File: src/rtl/pcpe_pkg.sv
package pcpe_pkg;

  localparam int TRIG_BITS = 16;
  localparam int TRIG_W = TRIG_BITS + 2;
  localparam int HORNER_STEPS = 6;
  localparam int SC_STAGES = 15;
  localparam int ANGLE_W = 24;
  localparam int RND_W = 41;

  localparam logic [30:0] ONE_Q30 = 31'h4000_0000;
  localparam logic [32:0] TWO_PI_Q30 = 33'd6746518852;
  localparam logic [29:0] INV_TWO_PI_Q32 = 30'd683565276;

  localparam logic [5:0] SIN_K [HORNER_STEPS] = '{6'd38, 6'd37, 6'd37, 6'd36, 6'd35, 6'd33};
  localparam logic [5:0] COS_K [HORNER_STEPS] = '{6'd38, 6'd37, 6'd36, 6'd35, 6'd34, 6'd31};

  localparam logic [31:0] SIN_M [HORNER_STEPS] = '{
    32'(((64'd1 << 38) + 64'd155) / 64'd156),
    32'(((64'd1 << 37) + 64'd109) / 64'd110),
    32'(((64'd1 << 37) + 64'd71) / 64'd72),
    32'(((64'd1 << 36) + 64'd41) / 64'd42),
    32'(((64'd1 << 35) + 64'd19) / 64'd20),
    32'(((64'd1 << 33) + 64'd5) / 64'd6)
  };
  localparam logic [31:0] COS_M [HORNER_STEPS] = '{
    32'(((64'd1 << 38) + 64'd131) / 64'd132),
    32'(((64'd1 << 37) + 64'd89) / 64'd90),
    32'(((64'd1 << 36) + 64'd55) / 64'd56),
    32'(((64'd1 << 35) + 64'd29) / 64'd30),
    32'(((64'd1 << 34) + 64'd11) / 64'd12),
    32'(((64'd1 << 31) + 64'd1) / 64'd2)
  };

  typedef enum logic [1:0] {
    CURVE_CIRCLE  = 2'd0,
    CURVE_ELLIPSE = 2'd1,
    CURVE_HELIX   = 2'd2
  } curve_kind_t;

  typedef enum logic [2:0] {
    REG_CURVE_KIND = 3'd0,
    REG_RADIUS_X   = 3'd1,
    REG_RADIUS_Y   = 3'd2,
    REG_PITCH      = 3'd3,
    REG_CENTER_X   = 3'd4,
    REG_CENTER_Y   = 3'd5,
    REG_CENTER_Z   = 3'd6
  } cfg_reg_t;

  typedef struct packed {
    logic [1:0]         curve_kind;
    logic [30:0]        radius_x;
    logic [30:0]        radius_y;
    logic signed [31:0] pitch;
    logic signed [31:0] center_x;
    logic signed [31:0] center_y;
    logic signed [31:0] center_z;
  } cfg_t;

  typedef struct packed {
    logic [1:0]                 quad;
    logic                       swap;
    logic signed [ANGLE_W-1:0]  angle;
  } sc_meta_t;

  // Divide by 2^sh, rounding half away from zero.
  function automatic logic signed [63:0] rnd_away(input logic signed [63:0] p,
                                                  input int unsigned sh);
    logic signed [63:0] half;
    half = 64'sd1 <<< (sh - 1);
    if (p[63]) begin
      return (p + half - 64'sd1) >>> sh;
    end
    return (p + half) >>> sh;
  endfunction

  function automatic logic signed [31:0] sat32(input logic signed [63:0] v);
    if (v > 64'sd2147483647) begin
      return 32'sh7FFF_FFFF;
    end
    if (v < -64'sd2147483648) begin
      return 32'sh8000_0000;
    end
    return v[31:0];
  endfunction

endpackage

File: src/rtl/pcpe_cfg.sv
module pcpe_cfg (
  input  logic              clk,
  input  logic              rst_n,
  input  logic              cfg_we,
  input  logic [2:0]        cfg_index,
  input  logic [31:0]       cfg_data,
  output pcpe_pkg::cfg_t    cfg
);
  import pcpe_pkg::*;

  cfg_t cfg_r;

  always_ff @(posedge clk) begin
    if (!rst_n) begin
      cfg_r.curve_kind <= CURVE_CIRCLE;
      cfg_r.radius_x   <= 31'd65536;
      cfg_r.radius_y   <= 31'd65536;
      cfg_r.pitch      <= 32'sd65536;
      cfg_r.center_x   <= '0;
      cfg_r.center_y   <= '0;
      cfg_r.center_z   <= '0;
    end else if (cfg_we) begin
      unique case (cfg_index)
        REG_CURVE_KIND: cfg_r.curve_kind <= cfg_data[1:0];
        REG_RADIUS_X: begin
          if (cfg_data[30:0] != 31'd0) begin
            cfg_r.radius_x <= cfg_data[30:0];
          end
        end
        REG_RADIUS_Y: begin
          if (cfg_data[30:0] != 31'd0) begin
            cfg_r.radius_y <= cfg_data[30:0];
          end
        end
        REG_PITCH:    cfg_r.pitch    <= cfg_data;
        REG_CENTER_X: cfg_r.center_x <= cfg_data;
        REG_CENTER_Y: cfg_r.center_y <= cfg_data;
        REG_CENTER_Z: cfg_r.center_z <= cfg_data;
        default: ;
      endcase
    end
  end

  assign cfg = cfg_r;

endmodule

File: config.mk
export PLATFORM = sky130hd
export DESIGN_NAME = pcpe_cfg
export DESIGN_NICKNAME = d
export VERILOG_FILES = /design/src/rtl/pcpe_pkg.sv /design/src/rtl/pcpe_cfg.sv
export SDC_FILE = /design/constraint.sdc
export NUM_CORES = 1
export LEC_CHECK = 0
export ABC_CLOCK_PERIOD_IN_PS = 1600
export BUFFER_PORTS_ARGS = -buffer_cell sky130_fd_sc_hd__buf_2
export CORE_MARGIN = 2
export CORE_UTILIZATION = 40
export DETAILED_ROUTE_END_ITERATION = 16
export GPL_TIMING_DRIVEN = 1
export PLACE_DENSITY = 0.74
export SYNTH_ARGS = -nofsm -noshare
export SYNTH_HDL_FRONTEND = slang
export SYNTH_SLANG_ARGS = --single-unit
File: constraint.sdc
create_clock -name clk -period 1.6 [get_ports clk]
set_input_delay 0.24 -clock clk [delete_from_list [all_inputs] [get_ports clk]]
set_output_delay 0.24 -clock clk [all_outputs]
set_load 0.005 [all_outputs]
==> Word-level counts from Yosys, hierarchy flattened <==
Cells that the tools add are included.
{ "totals": {"reg_bits": 192, "latchBits": 0, "mem_bits_rw": 0, "romBits": 0, "output_inout_bits": 192, "word_cells": 22, "mem_count": 0} }
{ "classes": {"n_addsub": 0, "multipliers": 0, "n_div": 0, "order_cmp": 0, "eq_ne": 6, "shifts": 0, "n_mux": 0, "bitwise_logic": 0, "reduce_logical": 9} }
{ "ops": {"columns": ["op", "n"], "rows": [
  ["$reduce_bool A31 Y1", 1],
  ["$reduce_and A2 Y1", 5],
  ["$eq A3 B3 Y1 const B", 3],
  ["$eq A3 B2 Y1 const B", 2],
  ["$reduce_and A3 Y1", 2],
  ["$eq A3 B1 Y1 const B", 1],
  ["$logic_not A3 Y1", 1]
]} }

==> Longest topological paths before layout <==
{ "depth": {"depth_word": 2, "mapped_depth": 6} }

==> Least setup slack after synthesis <==
No wires, ideal clock.
{ "synth_timing": {"path_type": "input-to-reg", "start": "input port cfg_data[14]", "end": "register cfg_r (netlist bit cfg[128])", "setup_time_ns": 0.072, "arrival_ns": 1.377, "slack_ns": 0.151, "cell_stages": 5, "n_path_buf": 1, "cell_sequence": "nor4_1 > nand4_1 > o211ai_2 > buf_8 > mux2i_1"} }
{ "synth_via": {"elab_chain_len": 2} }
{ "synth_lines": {"columns": ["item", "line", "rtl"], "rows": [
  ["from (decl)", "pcpe_cfg.sv:6", "input logic [31:0] cfg_data,"],
  ["$reduce_bool A31 Y1", "pcpe_cfg.sv:31", "if (cfg_data[30:0] != 31'd0) begin"],
  ["$reduce_and A3 Y1 (no source line)", null, null],
  ["to (decl)", "pcpe_cfg.sv:11", "cfg_t cfg_r;"]
]} }
Every way passes these cells.
A chain may end at the register's enable or synchronous reset.

==> Worst setup path in the final report <==
{ "layout_timing": {"start": "input port cfg_data[21]", "end": "register cfg_r (netlist bit cfg[179])"} }
{ "layout_via": {"elab_chain_len": 2} }
{ "layout_lines": {"columns": ["item", "line", "rtl"], "rows": [
  ["$reduce_bool A31 Y1", "pcpe_cfg.sv:26", "if (cfg_data[30:0] != 31'd0) begin"],
  ["$reduce_and A3 Y1 (no source line)", null, null]
]} }
Every way passes these cells.

==> metrics.txt <==
DR vias/cell 4.90; Static Leak 4.57 nW; Area contributors post-synth dfxtp_1, nand2_1, a21boi_0; Setup TNS 0 ns; max reg flops 192; largest net degree at the start of global routing 50; I/O Buffers 229; Critical path origin cfg_data[21]; worst skew pair latency 0.42 ns; slew margin rel. 74.5%; Synth area leader dfxtp_1; worst-path fanout max 11; Max Cap Viol 0; total global routing overflow 0; global-route wire length before repair 34500 um; top cell type's share of synthesized area 53.1%; nets 1117; Sinks on Clock Net 192; hold_buf cts 0; Fin Hold WS 0.111 ns; Worst Hold Launch cfg_data[31]; final hold vios 0; CTS tree done; #FFs+latches synth 192; root buffer cell clkbuf_16; Rows 49; CP arrival 1.85 ns; Gate Count Post-Synth 819; total power draw 9.81 mW; synthesized cell area 7240 sq um; unrepaired setup endpoints after global routing true; post-route minimum period 1.50 ns; max incr delay on CP 0.38 ns; startpoint class of the critical path input port; Core Util, Final 53.9%; synthesized area per cell 8.83 sq um; slowest cell on the critical path nor4_4; # setup viols final 0; vias 6468; wire length per cell 16.7 um; clk buf depth 2; final slew viol count 0; layout cells sized above 1 30.7%; DRT iter0 DRCs 295; reg2reg start cfg[38]$_SDFFE_PN0P_; peak supply drop 0.724 mV; GPL Wtd Cong 0.820; Tcrit/Tclk final 93.5%; crit end category flip-flop; WP buf/inv 3; status finished clean; Fillers 1676; num ports 230; worst hold path class in2reg; Fin Clk Skew 0 ns; DIE AREA 19200 sq um; GRT Util Overall 22.8%; core box area 17800 sq um; yosys warns 0; Slew @ Worst Pin 0.379 ns; vias in the first global route 6226; hpwl dp 15700 um; pwr dens 1020 nW/um^2; initial antenna violation count 2; CTS H-Tree Depth 4; sequential area share after synthesis 53.1%; Net Count, Synth 857; worst path cell trace buf_2 -> nor4_4 -> nand4_1 -> buf_4 -> o211ai_4 -> buf_4 -> mux2i_1; first-pass iteration count of the detailed router 4; top cell family by delay on the critical path buffers and inverters; TritonCTS Buffers 17; Initial Util 40.6%; Die X 138 um; DRC viols 0; fmax 0.669 GHz; antenna violation net count after detailed routing 0; Distinct cells, synth 18; Layout area overhead 33.0%; overall die height 138 um; final wirelength 22000 um; clock-pin slew on the worst setup and hold paths 0.06 ns; critical path type in2reg; CP required 1.95 ns; most used cell, CP buf_4
## power by group
group / total (mW) / switching, mW / internal [mW] / leakage (nW)
logic: 0.771 / 0.434 / 0.337 / 2.74
registers: 4.93 / 0.0523 / 4.88 / 1.55
clock network: 4.11 / 1.83 / 2.29 / 0.269
## kinds of logic (layout without fill, tap and decap cells)
kind of cell | count (synthesis) | in the layout | synth area share (%)
other | 0 | 1 | 0
AO/OA/AOI/OAI | 129 | 129 | 13.5
multiplexers | 64 | 64 | 8.85
flip-flops | 192 | 192 | 53.1
AND/OR/NAND/NOR | 375 | 375 | 20.4
buffers and inverters | 59 | 331 | 4.15
## routing by layer
| layer | routed length [um] | vias up | track usage (%) |
|---|---|---|---|
| met1 | 9880 | 3048 | 29.3 |
| met4 | 548 | 2 | 8.00 |
| li1 | - | 3176 | - |
| met5 | 13 | - | 0 |
| met2 | 10100 | 205 | 36.8 |
| met3 | 1470 | 37 | 6.65 |
## Yosys cell counts, drive strengths merged
cell and number:
or3 1, and3 3, nor3 2, a21boi 127
dfxtp 192, nor3b 1, nand4 2, mux2i 64
nor2b 7, o211ai 2, nand2 347, clkbuf 44
and2b 1, nor4 7, buf 15, nand3 4
## tightest hold or removal path, stage by stage
cell,delay (ns)
buf_2,0.12
nand2_1,0.05
a21boi_0,0.06
## stage by stage
step                      worst slack [ns]  instances  instance area (sq um)
after floorplan                      0.151        819                   7240
after global placement              -0.715       1289                   9040
after detailed placement            -0.719       1289                   9040
after CTS                           0.0804       1320                   9610
after global routing             -0.000900       1320                   9620
final                                0.105       1321                   9620
## area by class of cell
class | instances | area [sq um] | share of cell area [%]
sequential | 192 | 3840 | 39.9
multi-input combinational | 568 | 3150 | 32.7
timing repair buffer | 300 | 1790 | 18.6
clock buffer | 20 | 437 | 4.54
tap | 229 | 287 | 2.98
clock inverter | 11 | 118 | 1.22
antenna | 1 | 2.50 | 0.0260
## repair_timing
| action | in CTS | in global routing |
|---|---|---|
| endpoints found under the setup margin | 62 | 10 |
| setup buffers | 0 | 0 |
| resized for setup | 3 | 1 |
## worst paths after layout
| check | endpoint | slack [ns] | cells after the start |
|---|---|---|---|
| setup / recovery | cfg[179]$_SDFFE_PN0P_ | 0.10 | 7 |
| hold / removal | cfg[31]$_SDFFE_PN0P_ | 0.11 | 3 |
| setup reg to reg | cfg[38]$_SDFFE_PN0P_ | 0.87 | 2 |
| hold reg to reg | cfg[110]$_SDFFE_PN0P_ | 0.45 | 2 |
## cell usage in the layout (no fill, tap or decap), drive strengths merged
master and count:
nor3 2, nor2b 7, nand3 4, clkinv 7
or3 1, nand2 347, bufinv 2, dfxtp 192
clkinvlp 2, and3 3, diode 1, mux2i 64
and2b 1, clkbuf 20, a21boi 127, nor4 7
nor3b 1, buf 300, nand4 2, o211ai 2
(Power assumes the default switching activity.)
